==> src/sv/etrc_pkg.sv <==
// Shared types and constants of the event/track rate counter.
// Used by etrc_front, etrc_back and the top level; depends on nothing.
`timescale 1ns / 1ps
`default_nettype none
package etrc_pkg;

  localparam int unsigned CNT_W = 40;
  localparam logic [CNT_W-1:0] CNT_MAX = {CNT_W{1'b1}};
  localparam int unsigned PID_BIT = 2;
  localparam int unsigned FEMTO_BIT = 3;

  typedef enum logic {
    OP_EVENT = 1'b0,
    OP_TRACK = 1'b1
  } opcode_e;

  typedef enum logic [1:0] {
    ST_IDLE,
    ST_SCAN,
    ST_COUNT,
    ST_TRACK
  } back_state_e;

  // One classified item as it waits in the queue between front and back.
  typedef struct packed {
    logic        is_track;
    logic [31:0] run_id;
    logic        cent_ok;
    logic [7:0]  cent;
    logic [7:0]  species;
    logic        pid;
    logic        femto;
  } cmd_t;

  function automatic logic [CNT_W-1:0] sat_inc(input logic [CNT_W-1:0] v);
    sat_inc = (v == CNT_MAX) ? v : v + CNT_W'(1);
  endfunction

endpackage
`default_nettype wire

==> src/sv/etrc_front.sv <==
// Front part: accepts items, classifies them and holds them in a two-entry queue.
// Depends on etrc_pkg.
`timescale 1ns / 1ps
`default_nettype none
module etrc_front #(
  parameter int unsigned CENT_BIN_COUNT = 16,
  parameter int unsigned SPECIES_COUNT  = 5
) (
  input  wire logic          clk_i,
  input  wire logic          rst_ni,
  input  wire logic          in_valid_i,
  output logic               in_stall_o,
  input  wire logic          opcode_i,
  input  wire logic [31:0]   run_id_i,
  input  wire logic [7:0]    centrality_i,
  input  wire logic [7:0]    species_code_i,
  input  wire logic [31:0]   sel_flags_i,
  output logic               q_valid_o,
  output etrc_pkg::cmd_t     q_data_o,
  input  wire logic          q_pop_i
);
  import etrc_pkg::*;

  cmd_t       cls;
  cmd_t       entry_q [2];
  logic       wr_ptr_q, wr_ptr_d;
  logic       rd_ptr_q, rd_ptr_d;
  logic [1:0] cnt_q, cnt_d;
  logic       push;
  logic       pop;

  // A negative centrality has its sign bit set and never counts.
  always_comb begin
    cls.is_track = (opcode_i == OP_TRACK);
    cls.run_id   = run_id_i;
    cls.cent_ok  = !centrality_i[7] && ({1'b0, centrality_i} < 9'(CENT_BIN_COUNT));
    cls.cent     = centrality_i;
    cls.species  = ({1'b0, species_code_i} < 9'(SPECIES_COUNT)) ? species_code_i : 8'd0;
    cls.pid      = sel_flags_i[PID_BIT];
    cls.femto    = sel_flags_i[FEMTO_BIT];
  end

  assign in_stall_o = (cnt_q == 2'd2);
  assign push       = in_valid_i && !in_stall_o;
  assign pop        = q_pop_i && (cnt_q != 2'd0);
  assign q_valid_o  = (cnt_q != 2'd0);
  assign q_data_o   = entry_q[rd_ptr_q];

  always_comb begin
    wr_ptr_d = push ? !wr_ptr_q : wr_ptr_q;
    rd_ptr_d = pop ? !rd_ptr_q : rd_ptr_q;
    cnt_d    = cnt_q + 2'(push) - 2'(pop);
  end

  always_ff @(posedge clk_i or negedge rst_ni) begin
    if (!rst_ni) begin
      wr_ptr_q <= 1'b0;
      rd_ptr_q <= 1'b0;
      cnt_q    <= 2'd0;
    end else begin
      wr_ptr_q <= wr_ptr_d;
      rd_ptr_q <= rd_ptr_d;
      cnt_q    <= cnt_d;
    end
  end

  always_ff @(posedge clk_i) begin
    if (push) begin
      entry_q[wr_ptr_q] <= cls;
    end
  end

endmodule
`default_nettype wire

==> config.mk <==
export PLATFORM = sky130hd
export DESIGN_NAME = etrc_front
export DESIGN_NICKNAME = d
export VERILOG_FILES = /design/src/sv/etrc_pkg.sv /design/src/sv/etrc_front.sv
export SDC_FILE = /design/constraint.sdc
export NUM_CORES = 1
export LEC_CHECK = 0
export CAP_MARGIN = 20
export CORE_MARGIN = 5
export CORE_UTILIZATION = 50
export CTS_CLUSTER_SIZE = 25
export DETAILED_ROUTE_END_ITERATION = 16
export DONT_BUFFER_PORTS = 1
export GPL_ROUTABILITY_DRIVEN = 0
export GPL_TIMING_DRIVEN = 0
export RECOVER_POWER = 25
export SYNTH_ARGS = -nofsm -noshare
export SYNTH_HDL_FRONTEND = slang
export SYNTH_SLANG_ARGS = --single-unit
==> constraint.sdc <==
create_clock -name clk_i -period 4.07 [get_ports clk_i]
set_clock_uncertainty 0.15 [all_clocks]
set_input_delay 0.407 -clock clk_i [delete_from_list [all_inputs] [get_ports clk_i]]
set_output_delay 0.407 -clock clk_i [all_outputs]
set_load 0.005 [all_outputs]
# [Word level (Yosys, flattened, before mapping)]
# Memory sizes are Yosys's and may differ from the RTL's.
# Index checks and enable logic that the tools add are counted.
[op_classes] n_addsub=2 n_lt_le_gt_ge=2 n_eq_ne=1 n_mux=3 n_reduce_logical=8
[op_table] operator="8-bit by 3-bit < comparator with 1-bit output (second input constant)" n=1
[op_table] operator="8-bit by 5-bit < comparator with 1-bit output (second input constant)" n=1
[op_table] operator="8-bit 2-to-1 mux" n=1
[op_table] operator="1-bit zero test" n=4
[op_table] operator="1-bit logical AND" n=3
[op_table] operator="2-bit by 1-bit adder with 2-bit output" n=1
[op_table] operator="2-bit == test (second input constant)" n=1
[op_table] operator="1-bit 2-to-1 mux" n=2
[op_table] operator="2-bit nonzero test" n=1
[op_table] operator="2-bit by 1-bit subtractor with 2-bit output" n=1
[totals] register_bits=4 ramBits=104 in_bits=85 output_inout_bits=54 word_cells=20 mem_count=1
[mem_list] name="entry_q" depth=2 word_bits=52 read_ports=1 rd_ports_with_merged_regs=0 write_ports=1 line="etrc_front.sv:25" source="cmd_t entry_q [2];"

# [Depth between registers and ports, before layout]
[depth] word_depth=5 mapped_depth=7 mapped_depth_nobuf=7

# [Worst setup path after synthesis]
# OpenSTA, ideal clock, no wires.
[synth_timing] path_kind="reg2reg" startpoint="register cnt_q[1]" endpoint="memory entry_q[0][0] (netlist bit), enable pin" setup_time_ns=0.462 t_arrival_ns=2.770 required_ns=3.458 slack_ns=0.689 stages_incl_launch_ff=4 path_buffers=0 synth_period_minus_slack_ns=3.381 path_cell_list="dfrtp_1 > nand2b_1 > nand2_1 > nor2_1"
[synth_via] elab_chain_cells=5
[synth_rtl] item="start, declared" line="etrc_front.sv:28" source="logic [1:0] cnt_q, cnt_d;"
[synth_rtl] item="start signal, assigned" line="etrc_front.sv:63" source="cnt_q <= cnt_d;"
[synth_rtl] item="2-bit == test" line="etrc_front.sv:43" source="assign in_stall_o = (cnt_q == 2'd2);"
[synth_rtl] item="1-bit zero test" line="etrc_front.sv:44" source="assign push = in_valid_i && !in_stall_o;"
[synth_rtl] item="1-bit logical AND" line="etrc_front.sv:44"
[synth_rtl] item="1-bit 2-to-1 mux" line="etrc_front.sv:68" source="if (push) begin"
[synth_rtl] item="1-bit 2-to-1 mux (not written as such)" line="etrc_front.sv:69" source="entry_q[wr_ptr_q] <= cls;"
[synth_rtl] item="end, declared" line="etrc_front.sv:25"
# Every way passes these cells.

# [Worst setup path in the final report]
[layout_timing] startpoint="register cnt_q[1]" endpoint="memory entry_q[0][2] (netlist bit), enable pin"
# Same word-level chain as after synthesis.

==> tab_implementation.tex <==
\begin{tabular}{lr}
\hline
Metric & Value \\
\hline
\multicolumn{2}{l}{\textbf{Drt}} \\
\quad Drt wl/cell & 17.8 um \\
\quad DRC violations left & 0 \\
\quad Number of antenna-violating nets in the routed design & 0 \\
\quad Detailed Route WL & 6440 um \\
\quad Drt pass-1 iters & 4 \\
\quad Routed vias/inst & 5.03 \\
\quad Drt initial violations & 93 \\
\quad Count of vias placed by the detailed router & 1816 \\
\multicolumn{2}{l}{\textbf{Worst setup path}} \\
\quad CP peak stage delay & 0.74 ns \\
\quad Worst Path Required & 3.98 ns \\
\quad Launch point of the critical path & cnt\_q[1] \\
\quad Category of the worst setup path capture point & flip-flop \\
\quad Reg-to-reg slack, setup & 1.94 ns \\
\quad Crit start category & flip-flop \\
\quad Arrival @ worst endpoint & 2.04 ns \\
\quad Destination of the worst register-to-register timing path & entry\_q[0][2] \\
\quad Cell type of the slowest stage on the worst timing path & sky130\_fd\_sc\_hd\_\_nor2\_4 \\
\quad Critical path peak fanout & 31 \\
\quad CP Class & reg -> reg \\
\quad Cells along the critical path & nand2b\_1 -> nand2\_1 -> nor2\_4 -> buf\_16 \\
\quad Critical R2R Launch & cnt\_q[1] \\
\quad Cell depth of the worst flop-to-flop path & 4 \\
\multicolumn{2}{l}{\textbf{Final layout}} \\
\quad Area added between synthesis and finish & 20.8\% \\
\quad Most frequent cells in the layout & sky130\_fd\_sc\_hd\_\_edfxtp\_1, sky130\_fd\_sc\_hd\_\_mux2\_2, sky130\_fd\_sc\_hd\_\_dlygate4sd3\_1 \\
\quad Most frequent standard cell in the layout excluding fill and tap cells & sky130\_fd\_sc\_hd\_\_edfxtp\_1 \\
\quad Number of antenna cells inserted & 0 \\
\quad Summed area of non-filler cells in the final layout & 0.00486 sq mm \\
\quad Share of the core filled with cells in the final layout & 62.5\% \\
\quad Fraction of layout cells with a size suffix above 1 & 30.9\% \\
\quad Post-layout net count & 341 \\
\multicolumn{2}{l}{\textbf{Logic synthesis}} \\
\quad Main combinational cell family by area after synthesis & multiplexers \\
\quad Adder-cell area share of the yosys netlist & 0.622\% \\
\quad Complex-gate fraction of the synthesized area & 0\% \\
\quad Average footprint of a synthesized cell & 21.4 sq um \\
\quad Synthesis Warnings & 0 \\
\quad Portion of netlist area occupied by mux cells & 14.6\% \\
\quad Gate count after technology mapping & 188 \\
\quad Sequential cell area fraction in the yosys report & 80.2\% \\
\quad Total standard cell area after synthesis & 0.00402 sq mm \\
\quad Xor-xnor portion of the synthesized cell area & 0.871\% \\
\quad Yosys reg bits & 108 \\
\quad Simple logic cell fraction of the synthesized area & 2.43\% \\
\quad Library cells used by synthesis & 21 \\
\multicolumn{2}{l}{\textbf{Global route}} \\
\quad Pin count of the biggest net entering global routing & 32 \\
\quad GR Layer Usage met3 & 7.15\% \\
\quad Met2 demand-to-capacity share in global routing & 24.4\% \\
\quad Congestion Overflow GR & 0 \\
\quad First-pass GRT wire length & 10200 um \\
\quad GRT Util Overall & 13.7\% \\
\quad Initial antenna violation count & 0 \\
\quad Via count of the first global-routing pass & 2004 \\
\quad Most crowded layer after global routing & met2 \\
\quad Routing usage on met1 & 14.0\% \\
\multicolumn{2}{l}{\textbf{Floorplan}} \\
\quad DIE WIDTH & 99.7 um \\
\quad Full die area & 0.00993 sq mm \\
\quad Vert. Die Dim & 99.7 um \\
\quad Number of placement rows & 32 \\
\quad IO Pins & 139 \\
\quad Initial cell density of the core & 51.8\% \\
\quad Area of the core & 0.00777 sq mm \\
\multicolumn{2}{l}{\textbf{Clocking}} \\
\quad Sinks on Clock Net & 108 \\
\quad Maximum level of the CTS H-tree & 3 \\
\quad Count of hold-fix buffers inserted at cts & 44 \\
\quad Number of buffers on the longest clock path & 2 \\
\quad \# Post-CTS Setup Buffers & 0 \\
\quad Clock tree from TritonCTS & done \\
\quad CTS Root Cell & sky130\_fd\_sc\_hd\_\_clkbuf\_8 \\
\quad Clk\_lat worst skew & 0.35 ns \\
\quad Resized cells post-CTS & 0 \\
\quad Clock buffers created by TritonCTS & 9 \\
\quad Clock-pin slew on the worst setup and hold paths & 0.09 ns \\
\multicolumn{2}{l}{\textbf{Power and ir drop}} \\
\quad Clock share of power & 19.1\% \\
\quad Power density over the cells & 608 mW/mm\^{}2 \\
\quad Net Sw Frac & 27.5\% \\
\quad Leakage power & 1.64 nW \\
\quad Portion of total power attributed to sequential cells & 53.4\% \\
\quad Part of the power in combinational logic & 27.5\% \\
\quad Int Power & 2.14 mW \\
\quad Maximum ir drop on the vdd rail & 0.251 mV \\
\quad Switching power & 0.811 mW \\
\multicolumn{2}{l}{\textbf{Timing}} \\
\quad Min Tclk post-route & 2.13 ns \\
\quad Max transition margin & 37.7\% \\
\quad Worst Max-Slew Pin Slew & 0.933 ns \\
\quad Number of hold violations in the final report & 0 \\
\quad Part of the cycle the worst path needs & 52.4\% \\
\quad Upper clock frequency limit & 0.468 GHz \\
\quad Setup repair after global routing missed its margin & no \\
\quad Final setup violating endpoints & 0 \\
\quad Number of slew-limit violations in the final report & 0 \\
\quad Fin Hold WS & 0.106 ns \\
\multicolumn{2}{l}{\textbf{Placement}} \\
\quad HPWL Detailed & 4520 um \\
\quad Cell area after placement & 0.00424 sq mm \\
\quad Port bufs & 0 \\
\multicolumn{2}{l}{\textbf{Status}} \\
\quad Status & finished, final reports clean \\
\multicolumn{2}{l}{\textbf{Min path}} \\
\quad Number of cells on the worst hold path & 1 \\
\quad Hold path startpoint & centrality\_i[5] \\
\quad End of the worst hold path & entry\_q[0][18] \\
\quad Class of the tightest hold or removal check & in -> reg \\
\multicolumn{2}{l}{\textbf{Run}} \\
\quad Number of max-cap violations & 0 \\
\hline
\end{tabular}
==> power groups by stage <==
stage | Clock [mW] | Sequential [mW] | Combinational, mW
detailed placement | 0 | 1.61 | 0.802
floorplan | 0 | 1.60 | 0.601
global placement | 0 | 1.62 | 0.742
CTS | 0.586 | 1.58 | 0.847
finish | 0.563 | 1.58 | 0.814
global route | 0.647 | 1.60 | 0.897
==> critical path, delay by kind of cell, from the launching register on <==
family | cells | cell delay (ns)
DFF | 1 | 0.42
and+or+nand+nor | 3 | 1.00
buffers and inverters | 1 | 0.25
==> cells by family after synthesis <==
group,count (synthesis)
xor+xnor,4
fa+ha+maj,2
buf+inv,8
flops,108
mux,52
other cells,1
simple gates,13
==> how the worst max path moves through the flow <==
stage / slack (ns) / cells past startpoint / end
after floorplan: 0.69 / 3 / entry_q[0][0]
after global placement: -0.29 / 3 / entry_q[0][15]
after detailed placement: 1.91 / 4 / entry_q[0][8]
after CTS: 1.89 / 4 / entry_q[0][19]
after global routing: 1.76 / 4 / entry_q[0][4]
final: 1.94 / 4 / entry_q[0][2]
==> Yosys cell counts <==
master	number	area, sq um
sky130_fd_sc_hd__dfrtp_1	4	100
sky130_fd_sc_hd__ha_1	2	25.0
sky130_fd_sc_hd__xnor2_1	3	26.3
sky130_fd_sc_hd__or3_4	1	11.3
sky130_fd_sc_hd__xor2_1	1	8.76
sky130_fd_sc_hd__mux2_2	52	586
sky130_fd_sc_hd__buf_4	5	37.5
sky130_fd_sc_hd__nor2_1	1	3.75
sky130_fd_sc_hd__nand2_1	1	3.75
sky130_fd_sc_hd__inv_1	2	7.51
sky130_fd_sc_hd__or2_1	1	6.26
sky130_fd_sc_hd__nor4_2	1	12.5
sky130_fd_sc_hd__nor4_1	1	6.26
sky130_fd_sc_hd__and2_1	3	18.8
sky130_fd_sc_hd__nand2b_1	1	6.26
sky130_fd_sc_hd__nor3_2	1	10.0
sky130_fd_sc_hd__buf_2	1	5.00
sky130_fd_sc_hd__edfxtp_1	104	3120
sky130_fd_sc_hd__and3_1	1	6.26
sky130_fd_sc_hd__and4bb_1	1	12.5
sky130_fd_sc_hd__conb_1	1	3.75
==> per-layer routing <==
layer / routed length, um / part of all wire, %
met1: 2360 / 37
met2: 3510 / 55
met3: 516 / 8.0
met4: 52 / 0.81
met5: 0 / 0
==> flip-flops by register name (all words and copies together), names as in the netlist <==
register,count
entry_q,104
cnt_q,2
rd_ptr_q,1
wr_ptr_q,1
==> layout make-up <==
class	count	area [sq um]
buffer	6	42.5
multi-input combinational	81	790
clock buffer	11	141
inverter	2	7.51
timing repair buffer	46	488
clock inverter	5	36.3
sequential	108	3220
fill	575	2910
tap	102	128
==> per-stage QoR <==
stage	total power, mW	TNS (ns)	setup slack (ns)	cells
after floorplan	2.20	0	0.689	197
final	2.95	0	1.94	361
after CTS	3.02	0	1.89	361
after global placement	2.36	-15.25	-0.295	299
after detailed placement	2.41	0	1.91	301
after global routing	3.14	0	1.76	361
Power figures use the tool's default switching activity.
